**src/rtl/tkws_pkg.sv**
```systemverilog
// tkws_pkg: shared widths and the ranked slot type of the top-k weight selector
// no dependencies
package tkws_pkg;

	localparam int WEIGHT_W = 32;
	localparam int COL_W    = 8;
	localparam int SLOT_W   = WEIGHT_W + COL_W;

	// one result slot: weight and the column it came from
	typedef struct packed {
		logic [COL_W-1:0]    column;
		logic [WEIGHT_W-1:0] weight;
	} slot_t;

endpackage

```
**src/rtl/top_k_weight_selector_core.sv**
```systemverilog
// top_k_weight_selector_core: streaming top-k selection over rows of weights
// depends on tkws_pkg, tkws_front, tkws_queue, tkws_back
//
// channel  | dir | tdata                             | tlast
// s_axis   | in  | [31:0] weight (signed q16.16)     | row_end
// m_axis   | out | [31:0] kept_weight, [39:32] column| run_last
//
// one weight per cycle while the row queue is not full; insertion into the keep cells is done in the cycle it arrives
// each row end emits KEEP_COUNT items, one per cycle while m_tready is high, from the output register
// a two-row queue lets the next rows stream in while results drain; input stalls
// only when two finished rows are still waiting
// asynchronous reset clears the column counter, queue and output valid
module top_k_weight_selector_core #(
	parameter int KEEP_COUNT  = 4,
	parameter int MAX_COLUMNS = 256
) (
	input  logic        clk,
	input  logic        arst_n,
	input  logic        s_tvalid,
	output logic        s_tready,
	input  logic [31:0] s_tdata,  // [31:0] weight
	input  logic        s_tlast,
	output logic        m_tvalid,
	input  logic        m_tready,
	output logic [39:0] m_tdata,  // [31:0] kept_weight, [39:32] source_column
	output logic        m_tlast
);

	logic                             accept;
	logic                             push;
	logic                             pop;
	logic                             full;
	logic                             head_valid;
	tkws_pkg::slot_t [KEEP_COUNT-1:0] push_row;
	tkws_pkg::slot_t [KEEP_COUNT-1:0] head_row;
	tkws_pkg::slot_t                  out_slot;

	assign s_tready = !full;
	assign accept   = s_tvalid && s_tready;
	assign m_tdata  = {out_slot.column, out_slot.weight};

	tkws_front #(
		.KEEP_COUNT  (KEEP_COUNT),
		.MAX_COLUMNS (MAX_COLUMNS)
	) u_front (
		.clk     (clk),
		.arst_n  (arst_n),
		.accept  (accept),
		.weight  (s_tdata),
		.row_end (s_tlast),
		.push    (push),
		.row     (push_row)
	);

	tkws_queue #(
		.KEEP_COUNT (KEEP_COUNT)
	) u_queue (
		.clk        (clk),
		.arst_n     (arst_n),
		.push       (push),
		.push_row   (push_row),
		.pop        (pop),
		.full       (full),
		.head_valid (head_valid),
		.head_row   (head_row)
	);

	tkws_back #(
		.KEEP_COUNT (KEEP_COUNT)
	) u_back (
		.clk        (clk),
		.arst_n     (arst_n),
		.head_valid (head_valid),
		.head_row   (head_row),
		.pop        (pop),
		.out_valid  (m_tvalid),
		.out_ready  (m_tready),
		.out_slot   (out_slot),
		.out_last   (m_tlast)
	);

endmodule

```
**src/rtl/tkws_front.sv**
```systemverilog
// tkws_front: column counter, insertion cells and arrival store of one row
// depends on tkws_pkg; hands a finished row of result slots to the row queue
module tkws_front #(
	parameter int KEEP_COUNT  = 4,
	parameter int MAX_COLUMNS = 256
) (
	input  logic                                  clk,
	input  logic                                  arst_n,
	input  logic                                  accept,
	input  logic [tkws_pkg::WEIGHT_W-1:0]         weight,
	input  logic                                  row_end,
	output logic                                  push,
	output tkws_pkg::slot_t [KEEP_COUNT-1:0]      row
);

	localparam int CNT_W    = $clog2(MAX_COLUMNS + 1);
	localparam int COL_W    = tkws_pkg::COL_W;
	localparam int WEIGHT_W = tkws_pkg::WEIGHT_W;
	localparam logic [CNT_W-1:0] MAX_CNT = CNT_W'(MAX_COLUMNS);

	logic [CNT_W-1:0]              count_q;
	logic [CNT_W-1:0]              count_d;
	tkws_pkg::slot_t               rank_q    [KEEP_COUNT];
	tkws_pkg::slot_t               rank_d    [KEEP_COUNT];
	logic [WEIGHT_W-1:0]           arrival_q [KEEP_COUNT];
	logic [WEIGHT_W-1:0]           arrival_d [KEEP_COUNT];
	logic [KEEP_COUNT-1:0]         ge;
	logic                          take;
	tkws_pkg::slot_t               new_slot;

	assign take     = accept && (count_q < MAX_CNT);
	assign count_d  = take ? count_q + CNT_W'(1) : count_q;
	assign push     = accept && row_end;
	assign new_slot = '{column: COL_W'(count_q), weight: weight};

	for (genvar i = 0; i < KEEP_COUNT; i++) begin : g_cell
		// held slot ranks at or above the arriving weight
		assign ge[i] = (int'(count_q) > i) && ($signed(rank_q[i].weight) >= $signed(weight));

		always_comb begin
			rank_d[i] = rank_q[i];
			if (take && !ge[i]) begin
				if (i == 0) begin
					rank_d[i] = new_slot;
				end else if (ge[(i == 0) ? 0 : i-1]) begin
					rank_d[i] = new_slot;
				end else begin
					rank_d[i] = rank_q[(i == 0) ? 0 : i-1];
				end
			end
		end

		assign arrival_d[i] = (take && int'(count_q) == i) ? weight : arrival_q[i];

		always_comb begin
			if (int'(count_d) > KEEP_COUNT) begin
				row[i] = rank_d[i];
			end else begin
				row[i].weight = (int'(count_d) > i) ? arrival_d[i] : '0;
				row[i].column = COL_W'(i);
			end
		end

		always_ff @(posedge clk) begin
			rank_q[i]    <= rank_d[i];
			arrival_q[i] <= arrival_d[i];
		end
	end

	always_ff @(posedge clk or negedge arst_n) begin
		if (!arst_n) begin
			count_q <= '0;
		end else if (push) begin
			count_q <= '0;
		end else begin
			count_q <= count_d;
		end
	end

endmodule

```
**src/rtl/tkws_queue.sv**
```systemverilog
// tkws_queue: two-entry queue of finished rows between front and back
// depends on tkws_pkg
module tkws_queue #(
	parameter int KEEP_COUNT = 4
) (
	input  logic                             clk,
	input  logic                             arst_n,
	input  logic                             push,
	input  tkws_pkg::slot_t [KEEP_COUNT-1:0] push_row,
	input  logic                             pop,
	output logic                             full,
	output logic                             head_valid,
	output tkws_pkg::slot_t [KEEP_COUNT-1:0] head_row
);

	tkws_pkg::slot_t [KEEP_COUNT-1:0] entry_q [2];
	logic       wr_q;
	logic       rd_q;
	logic [1:0] cnt_q;

	assign full       = cnt_q[1];
	assign head_valid = cnt_q != 2'd0;
	assign head_row   = entry_q[rd_q];

	always_ff @(posedge clk) begin
		if (push) begin
			entry_q[wr_q] <= push_row;
		end
	end

	always_ff @(posedge clk or negedge arst_n) begin
		if (!arst_n) begin
			wr_q  <= 1'b0;
			rd_q  <= 1'b0;
			cnt_q <= 2'd0;
		end else begin
			if (push) begin
				wr_q <= ~wr_q;
			end
			if (pop) begin
				rd_q <= ~rd_q;
			end
			case ({push, pop})
				2'b10:   cnt_q <= cnt_q + 2'd1;
				2'b01:   cnt_q <= cnt_q - 2'd1;
				default: cnt_q <= cnt_q;
			endcase
		end
	end

endmodule

```
**src/rtl/tkws_back.sv**
```systemverilog
// tkws_back: walks the head row slot by slot into the output register
// depends on tkws_pkg; pops the row queue when its last slot is loaded
module tkws_back #(
	parameter int KEEP_COUNT = 4
) (
	input  logic                             clk,
	input  logic                             arst_n,
	input  logic                             head_valid,
	input  tkws_pkg::slot_t [KEEP_COUNT-1:0] head_row,
	output logic                             pop,
	output logic                             out_valid,
	input  logic                             out_ready,
	output tkws_pkg::slot_t                  out_slot,
	output logic                             out_last
);

	localparam int IDX_W = (KEEP_COUNT > 1) ? $clog2(KEEP_COUNT) : 1;
	localparam logic [IDX_W-1:0] LAST_IDX = IDX_W'(KEEP_COUNT - 1);

	logic [IDX_W-1:0] idx_q;
	logic             load;
	logic             at_last;
	tkws_pkg::slot_t  slot_q;
	logic             last_q;
	logic             valid_q;

	assign load    = head_valid && (!valid_q || out_ready);
	assign at_last = idx_q == LAST_IDX;
	assign pop     = load && at_last;

	assign out_valid = valid_q;
	assign out_slot  = slot_q;
	assign out_last  = last_q;

	always_ff @(posedge clk) begin
		if (load) begin
			slot_q <= head_row[idx_q];
			last_q <= at_last;
		end
	end

	always_ff @(posedge clk or negedge arst_n) begin
		if (!arst_n) begin
			idx_q   <= '0;
			valid_q <= 1'b0;
		end else begin
			if (load) begin
				idx_q   <= at_last ? '0 : idx_q + IDX_W'(1);
				valid_q <= 1'b1;
			end else if (out_ready) begin
				valid_q <= 1'b0;
			end
		end
	end

endmodule

```
**config.mk**
```make
export PLATFORM = sky130hd
export DESIGN_NAME = top_k_weight_selector_core
export DESIGN_NICKNAME = d
export VERILOG_FILES = /design/src/rtl/tkws_pkg.sv /design/src/rtl/top_k_weight_selector_core.sv /design/src/rtl/tkws_front.sv /design/src/rtl/tkws_queue.sv /design/src/rtl/tkws_back.sv
export SDC_FILE = /design/constraint.sdc
export NUM_CORES = 1
export LEC_CHECK = 0
export ABC_AREA = 1
export BUFFER_PORTS_ARGS = -buffer_cell sky130_fd_sc_hd__buf_2
export CAP_MARGIN = 20
export CORE_MARGIN = 4
export CORE_UTILIZATION = 30
export DETAILED_ROUTE_END_ITERATION = 6
export GPL_TIMING_DRIVEN = 0
export REMOVE_ABC_BUFFERS = 1
export SLEW_MARGIN = 15
export SYNTH_ARGS = -nofsm -noshare
export SYNTH_HDL_FRONTEND = slang
export SYNTH_HIERARCHICAL = 1
export SYNTH_SLANG_ARGS = --single-unit
export TNS_END_PERCENT = 10
```
**constraint.sdc**
```tcl
create_clock -name clk -period 11.42 [get_ports clk]
set_clock_uncertainty 0.15 [all_clocks]
set_input_delay 0.571 -clock clk [delete_from_list [all_inputs] [get_ports clk]]
set_output_delay 0.571 -clock clk [all_outputs]
set_load 0.02 [all_outputs]
```
Yosys cells after proc, flatten, opt, wreduce, memory -nomap -nowiden --
Memories as Yosys holds them, arrays and structs flattened. Index checks and enable logic that the tools add are counted.
Word-level totals: bits in read-only memories 0, bits in writable memories 608, output and inout bits 43, input bits 37, bits in latches 0, bits in registers 57, memories kept 3
Memories:
- u_queue.entry_q | words 2, bits a word 160, read ports 1, clocked after Yosys merged registers in 0, wr ports 1, RTL line tkws_queue.sv:16 | tkws_pkg::slot_t [KEEP_COUNT-1:0] entry_q [2];
- u_front.rank_q | words 4, bits a word 40, read ports 4, clocked after Yosys merged registers in 0, wr ports 4, RTL line tkws_front.sv:23 | tkws_pkg::slot_t rank_q [KEEP_COUNT];
- u_front.arrival_q | words 4, bits a word 32, read ports 4, clocked after Yosys merged registers in 0, wr ports 4, RTL line tkws_front.sv:25 | logic [WEIGHT_W-1:0] arrival_q [KEEP_COUNT];
Cells by class: order comparisons 15, divide/modulo/power cells 0, multipliers 0, reductions and logical operators 28, bitwise operators 2, mux-type cells 29, eq/ne operators 6, add/sub/neg operators 4, shift operators 0
Operators by type and width (count):
- 40-bit 2-to-1 mux | 12
- 32-bit 2-to-1 mux | 8
- 32-bit greater-or-equal comparator | 4
- 40-bit binary-select mux with 2-bit select | 1
- 9-bit by 1-bit greater-than comparator with 1-bit output, second input constant | 4
- 9-bit by 2-bit greater-than comparator with 1-bit output, second input constant | 4
- 9-bit by 3-bit equality test with 1-bit output, second input constant | 2
- 9-bit 2-to-1 mux | 2
- 1-bit logical AND | 17
- 9-bit by 1-bit adder with 9-bit output, second input constant | 1
- 9-bit by 2-bit equality test with 1-bit output, second input constant | 1
- 9-bit by 3-bit greater-than comparator with 1-bit output, second input constant | 1
- 9-bit zero test | 1
- 9-bit less-than comparator, second input constant | 1
- 1-bit zero test | 6
- 2-bit nonzero test | 3
- 2-bit by 1-bit adder with 2-bit output, second input constant | 2
- 2-bit equality test, second input constant | 2
- 1-bit 2-to-1 mux | 4
- 2-bit case mux with 2 select lines | 1
- 2-bit by 3-bit less-than comparator with 1-bit output, second input constant | 1
- 2-bit by 1-bit equality test with 1-bit output, second input constant | 1
- 2-bit 2-to-1 mux | 1
- 1-bit inverter | 2
- 2 further kinds | 2

Depth between registers and ports, before layout --
Gate-level depths: netlist (run 1).
word-level depth 7, depth in mapped cells 23, depth with buffers taken out 21

Hierarchy --
The synthesis (run 1) kept the hierarchy.
Modules (own cells, without submodules):
- tkws_front | sequential area each 5990.7 um2, area each 17056.4 um2, times used 1, cells an instance 2579
- tkws_queue | sequential area each 9709.3 um2, area each 12467.0 um2, times used 1, cells an instance 859
- tkws_back | sequential area each 1306.3 um2, area each 3349.5 um2, times used 1, cells an instance 527
- top_k_weight_selector_core | sequential area each 0.0 um2, area each 13.8 um2, times used 1, cells an instance 3

Worst setup path after synthesis (run 1) --
Ideal clock, no wire load.
path type input port to flip-flop, start point input s_tvalid, end point memory u_queue/entry_q[0][0] (netlist bit) (enable), path slack 2.930 ns, stages 6, data arrival time 7.659 ns, cell sequence inv_1 -> nor2_2 -> nand2_1 -> inv_2 -> inv_1 -> nor2_1
Between the ends: word-level cells in the longest chain between the ends 4
RTL lines:
- from (decl) | RTL line top_k_weight_selector_core.sv:19 | input logic s_tvalid,
- 1-bit logical AND | RTL line top_k_weight_selector_core.sv:39 | assign accept = s_tvalid && s_tready;
- net accept | RTL line top_k_weight_selector_core.sv:29 | logic accept;
- 1-bit logical AND | RTL line tkws_front.sv:33 | assign push = accept && row_end;
- net push | RTL line top_k_weight_selector_core.sv:30 | logic push;
- 1-bit 2-to-1 mux | RTL line tkws_queue.sv:26 | if (push) begin
- 1-bit 2-to-1 mux (not written as such) | RTL line tkws_queue.sv:27 | entry_q[wr_q] <= push_row;
- to (decl) | RTL line tkws_queue.sv:16
The timed path passes the listed nets, and every way through them passes these cells.

==> impl_metrics.yaml, run 1 <==
status:
  status: "complete, but fails checks"
  violations: "DRC"
clocking:
  root_buffer: "clkbuf_16"
  h-tree-depth: 3
  clock_sinks: 665
  cts_inserted_buffers: 69
  insertion_delay_ps: 630
  clk_pin_slew_worst_paths_ps: 60
  cts_tree: "done"
  cts_setup_buffers: 0
  cts_resized: 0
  cts.path.max_buffers: 3
route:
  vias_per_cell: 4.74
  firstDrtPassIters: 7
  drtAntennaViolNets: 0
  vias: 25900
  wl_um: 95300
  wire_per_inst_um: 17.5
  drc: 3
  first_iter_violations: 1975
global_route:
  grt_max_degree: 90
  first_global_vias: 24000
  overflow: 0
  grt_usage: 0.161
  grt_first_pass_wirelength_um: 144000
  antenna_found_initial: 15
final_layout:
  fin_area_sq_mm: 0.0376
  final_cell_mix: "nand2_1, inv_1, nand3_1"
  layout-drive-gt1-share: 0.0912
  area_growth_pct: 14.3
  final_util: 0.345
  nets: 4150
  final_common_cell: "nand2_1"
yosys:
  ys_ff_latch: 665
  syn_inst: 3968
  yosys_warnings: 6
  syn-cell-area_sq_mm: 0.0329
  ys_seq_area_frac: 0.517
  ys_types: 42
  avgSynthCellArea_sq_um: 8.29
power_and_ir_drop:
  p_int_w: 0.00703
  clkPwrFrac: 0.189
  p_leak_nw: 17.5
  swShare: 0.441
  switching_power_w: 0.00555
  combPwrFrac: 0.478
  seq_power_share: 0.333
  power.ir.vdd_worst_mv: 0.296
  p_per_area_mw_per_mm2: 335
die:
  core-area_sq_mm: 0.109
  start_util: 0.302
  dieArea_sq_mm: 0.115
  die_y_um: 339
  io_pins: 80
  die_w_um: 339
  num_rows: 121
worst_setup_path:
  critPathLaunch: "u_queue/cnt_q[1]"
  cp_data_required_time_ps: 11610
  worstSetupPathType: "reg -> reg"
  critPathLaunchType: "flip-flop"
  cp_max_fo: 32
  reg2reg_from: "u_queue/cnt_q[1]"
  cp.arrival_ps: 4930
  setup.worst_path.end_class: "flip-flop"
place:
  portBuffers: 79
  hpwlAfterDp_um: 59700
  place_congestion: 0.821
  dpl_cell_area_sq_mm: 0.0352
timing:
  min_period_over_period: 0.415
  fmax_mhz: 211
  rsz0062_at_grt: "false"
  relSlewSlack: 0.397
  hold_viol_final: 0
  drv_slew: 0
  fin_crit_ps: 4740
  finalSetupViolations: 0
  worst-slew-pin-transition_ps: 896
hold_path:
  hold_path.class: "in -> reg"
  min_from: "m_tready"
job:
  maxCapViolCount: 0
power by group through the flow:
stage / logic, W / clock network, W / registers, W
finish: 0.00602 / 0.00237 / 0.00419
global route: 0.00666 / 0.00252 / 0.00428
CTS: 0.00599 / 0.00242 / 0.00419
detailed placement: 0.00596 / 0 / 0.00423
global placement: 0.00547 / 0 / 0.00450
floorplan: 0.00350 / 0 / 0.00435
layout make-up:
cell class                      count  area [sq um]
Sequential cell                   665         17000
Timing Repair Buffer              133          1500
Tap cell                         1414          1770
Multi-Input combinational cell   2524         12700
Clock buffer                       90          1970
Inverter                          586          2230
Clock inverter                     38           407
Antenna cell                        4          10.0
Fill cell                       11000         71300
state kept, by name, indices dropped and copies added, names as in the netlist:
name	cells
u_front/arrival_q	128
u_front/count_q	9
u_queue/cnt_q	2
u_front/rank_q	160
u_back/out_slot	40
u_queue/rd_q	1
u_back/idx_q	2
u_queue/entry_q	320
u_queue/wr_q	1
u_back/out_last	1
u_back/out_valid	1
synthesized netlist by cell type (all sizes together):
library cell  number  share of area
nand4             13         0.0025
nand3            425          0.065
nor2             106          0.013
nor3b              1        0.00023
nor3               5         0.0012
nor4               3        0.00057
xor2               9         0.0024
nand2           1328           0.15
dfxtp            288           0.18
dfrtp             16          0.012
inv              586          0.067
xnor2              1        0.00027
nand3b             1        0.00023
nor4b              1        0.00072
edfxtp           361           0.33
o21ai            313          0.057
and2              65          0.012
o21bai             1        0.00023
buf               98          0.023
a31oi              1        0.00019
clkbuf            95          0.013
ha               134          0.051
o211ai             2        0.00046
a21oi             69          0.011
a21o               6         0.0014
o21a              40         0.0091
cells by family (layout without fill, tap and decap cells):
kind of cell	Yosys count	in the layout	share of synthesized area
adders and majority gates	134	134	0.0510
other	0	4	0
and+or+nand+nor	1948	1948	0.247
buffers and inverters	779	847	0.103
xor gates and xnor gates	10	10	0.00266
DFF	665	665	0.517
AOI/OAI and AO/OA	432	432	0.0791
worst max-delay path, cell delays in order, from the launching register on:
cell	delay [ps]
dfrtp_1	410
nor2_2	220
inv_2	70
nor2_4	360
inv_2	210
nor2_1	360
nand3_1	180
xor2_1	300
nand2_1	110
nor3_2	340
nand2_2	180
nor2_4	540
buf_16	240
nand2_4	420
nand3_1	210
nand2_1	130
metrics by stage:
step | total power, W | hold WS [ps] | setup slack [ps] | setup TNS [ps] | instances
after floorplan | 0.00785 | 125 | 2930 | 0 | 3775
after global placement | 0.00997 | 282 | -2720 | -727910 | 5268
after detailed placement | 0.0102 | 288 | 6300 | 0 | 5321
after CTS | 0.0126 | 90.4 | 6680 | 0 | 5450
after global routing | 0.0135 | 139 | 6430 | 0 | 5452
final | 0.0126 | 129 | 6680 | 0 | 5454
metal layers:
layer | routed length (um) | global-route usage | vias up
met5 | 50 | 0 | -
met4 | 3240 | 0.0627 | 8
met3 | 6500 | 0.0267 | 213
met2 | 45600 | 0.276 | 823
met1 | 39900 | 0.204 | 12100
li1 | - | - | 12700
worst paths after layout:
path,to,slack [ps],depth (start not counted)
worst min-delay path,u_back/out_valid,130,4
worst max register to register,u_queue/entry_q[1][4],6680,15
worst max-delay path,u_queue/entry_q[1][4],6680,15
min in group asynchronous,u_front/count_q[2],250,2
worst min register to register,u_front/rank_q[3][33],300,2
max in group asynchronous,u_queue/rd_q,10560,2
repair_timing:
action                     CTS  global route
hold buffers                 1             0
setup endpoints to repair    0             0
hold endpoints to repair    16             0
Power figures use the tool's default switching activity.
==> inputs of run 2 (changes only) <==
ABC_AREA = 0   (was 1)
clock period = 4.8 ns   (was 11.42 ns; I/O delays follow)
==> run 2 against run 1 <==
Effect of this change: the flow now finishes without violations; combinational power up 110%; critical path depth is 5 lower; clock power grew to 2.5 times the previous value; routed wire length is 1.7% higher; total power up 130%; fmax is 0.63% higher; synthesized cell count decreased by 27%; flip-flop and latch count unchanged; non-clock buffer count increased by 72; critical path type unchanged; largest power group unchanged.
==> impl_metrics.yaml, run 2 <==
route:
  wire_per_inst_um: 22.0
  met3_length_um: 7110
  wl_met2_um: 46200
  wl_um: 96900
  drc: 0
  top_layer: "met5"
  vias_per_cell: 5.48
  wl_met1_um: 39800
  first_iter_violations: 2135
  drtAntennaViolNets: 0
  firstDrtPassIters: 6
  vias: 24200
power_and_ir_drop:
  p_per_area_mw_per_mm2: 746
  power.ir.vdd_worst_mv: 0.469
  p_leak_nw: 15.0
  p_total_w: 0.0287
  clkPwrFrac: 0.211
  combPwrFrac: 0.449
  p_int_w: 0.0172
  seq_power_share: 0.340
  switching_power_w: 0.0114
  swShare: 0.399
global_route:
  grt_first_pass_wirelength_um: 147000
  grt_usage: 0.167
  overflow: 0
  grt_max_degree: 68
  antenna_found_initial: 7
  first_global_vias: 23700
die:
  dieArea_sq_mm: 0.114
  die_w_um: 337
  io_pins: 80
  die_y_um: 337
  core-area_sq_mm: 0.107
  num_rows: 120
  start_util: 0.303
timing:
  fmax_mhz: 212
  min_period_over_period: 0.981
  worst-slew-pin-transition_ps: 1120
  rsz0062_at_grt: "true"
  setup_slack_ps: 91.6
  fin_crit_ps: 4710
  finalSetupViolations: 0
  drv_slew: 0
  hold_viol_final: 0
  relSlewSlack: 0.245
worst_setup_path:
  cp_num_buf_inv: 2
  r2r-end: "u_queue/entry_q[1][148]"
  critPathLaunch: "u_front/rank_q[2][31]"
  cp.arrival_ps: 4880
  cp.depth: 10
  cp_common_cell: "buf_16"
  slowest_stage: "nor2_4"
  reg2reg_from: "u_front/rank_q[2][31]"
  setup.worst_path.end_class: "flip-flop"
  worstSetupPathType: "reg -> reg"
  r2r_slack_ps: 90
  cp_max_fo: 63
  cp_data_required_time_ps: 4970
  ff2ff_path_depth: 10
  critPathLaunchType: "flip-flop"
  cp_cell_sequence: "ha_4 -> buf_16 -> nand4_1 -> nor3_1 -> a22o_2 -> nor2_4 -> nand2_2 -> buf_16 -> o2111a_1 -> o31ai_1"
  max_stage_delay_ps: 640
  crit_end: "u_queue/entry_q[1][148]"
  crit_family: "simple AND/OR/NAND/NOR gates"
final_layout:
  fin_cells: 4412
  fin_area_sq_mm: 0.0384
  n_fill_cell: 10400
  regMostFlops: "u_queue/entry_q"
  final_common_cell: "edfxtp_1"
  layout-drive-gt1-share: 0.174
  largest_reg_flops: 320
  area_growth_pct: 17.9
  final_cell_mix: "edfxtp_1, dfxtp_1, nand2_1"
  nets: 3117
  final_util: 0.358
  largest_registers: "u_queue/entry_q: 320 flops, u_front/rank_q: 160 flops, u_front/arrival_q: 128 flops"
yosys:
  synth-compound-area-share: 0.171
  muxShareOfSynthArea: 0.121
  synth_xor_area_frac: 0.00296
  ys_ff_latch: 665
  synth-edff-count: 361
  synth_area_leaders: "edfxtp_1, dfxtp_1, ha_1"
  synth-async-reset-ratio: 0.0241
  syn-cell-area_sq_mm: 0.0326
  ys_seq_area_frac: 0.522
  yosys_warnings: 6
  netlist_top_cells_count: "edfxtp_1, dfxtp_1, nand2_1, a21oi_1, o21ai_0"
  synth_top_family_by_area: "compound AO/OA/AOI/OAI gates"
  yosysMostFrequentCell: "edfxtp_1"
  ys.flop_type: "edfxtp_1"
  synthAdderAreaFrac: 0.0515
  syn_inst: 2898
  synthSimpleGateAreaFrac: 0.0841
  synth_largest_area_cell: "edfxtp_1"
  avgSynthCellArea_sq_um: 11.2
  ys_types: 64
  synth_top_cell_area_share: 0.333
place:
  dpl_cell_area_sq_mm: 0.0352
  hpwlAfterDp_um: 63500
  post-place-ws_ps: -663
  dp_cells: 4219
  place_congestion: 0.816
  portBuffers: 79
clocking:
  clk_pin_slew_worst_paths_ps: 70
  insertion_delay_ps: 620
  cts_tree: "done"
  cts.path.max_buffers: 3
  h-tree-depth: 3
  cts_inserted_buffers: 72
  root_buffer: "clkbuf_16"
  clock_sinks: 665
hold_path:
  min_from: "s_tdata[15]"
  hold_path.class: "in -> reg"
job:
  maxCapViolCount: 0
status:
  status: "finished clean"
==> run 2: through the flow <==
step / TNS (ps) / hold WS (ps)
floorplan: -2196350 / -206
global placement: -7449660 / 37.9
detailed placement: -76350 / 39.5
CTS: 0 / 2.15
global route: -147 / 81.0
finish: 0 / 54.7
==> run 2: worst min path at each step <==
stage / slack, ps / cells past startpoint / to
finish: 50 / 5 / u_front/arrival_q[0][15]
detailed placement: 40 / 1 / u_queue/cnt_q[0]
CTS: 2 / 3 / u_queue/entry_q[1][71]
global route: 80 / 5 / u_front/arrival_q[2][13]
floorplan: -210 / 0 / u_back/idx_q[0]
global placement: 40 / 1 / u_queue/cnt_q[1]
==> run 2: worst min-delay path, cell delays in order <==
cell and delay [ps]:
buf_2 120, inv_1 180, nor2_1 150, a21oi_1 60
inv_1 40
==> run 2: area by class of cell <==
cell class / instances / area (sq um) / area share
Clock buffer: 95 / 2080 / 0.0540
Timing Repair Buffer: 205 / 2340 / 0.0609
Inverter: 109 / 413 / 0.0107
Antenna cell: 4 / 10.0 / 0.000261
Multi-Input combinational cell: 1893 / 14300 / 0.372
Tap cell: 1403 / 1760 / 0.0457
Sequential cell: 665 / 17000 / 0.443
Clock inverter: 38 / 509 / 0.0133
==> run 2: timing repair <==
| action | CTS | global route |
|---|---|---|
| endpoints found under the hold margin | 192 | 0 |
| hold buffers | 49 | 0 |
| setup buffers | 1 | 2 |
| gates resized for setup | 4 | 4 |
| setup endpoints to repair | 144 | 159 |
| cloned | 3 | 0 |
| pin swaps | 3 | 1 |
==> run 2: logic make-up (layout without fill, tap and decap cells) <==
kind of cell / after synthesis / count (layout)
xor gates and xnor gates: 11 / 11
buffers and inverters: 343 / 447
AOI/OAI and AO/OA: 833 / 833
and+or+nand+nor: 624 / 627
DFF: 665 / 665
adders and majority gates: 134 / 134
muxes: 288 / 288
other: 0 / 4
==> run 2: power groups by stage <==
stage	sequential [W]	clock, W	combinational (W)
finish	0.00973	0.00604	0.0129
global route	0.00995	0.00637	0.0139
global placement	0.0102	0	0.0110
detailed placement	0.00986	0	0.0126
CTS	0.00975	0.00616	0.0128
floorplan	0.00993	0	0.00775
==> run 2: metal layers <==
metal,global-route usage,vias up
met3,0.0338,219
li1,-,11200
met4,0.0669,4
met1,0.210,11900
met5,0,-
met2,0.283,905
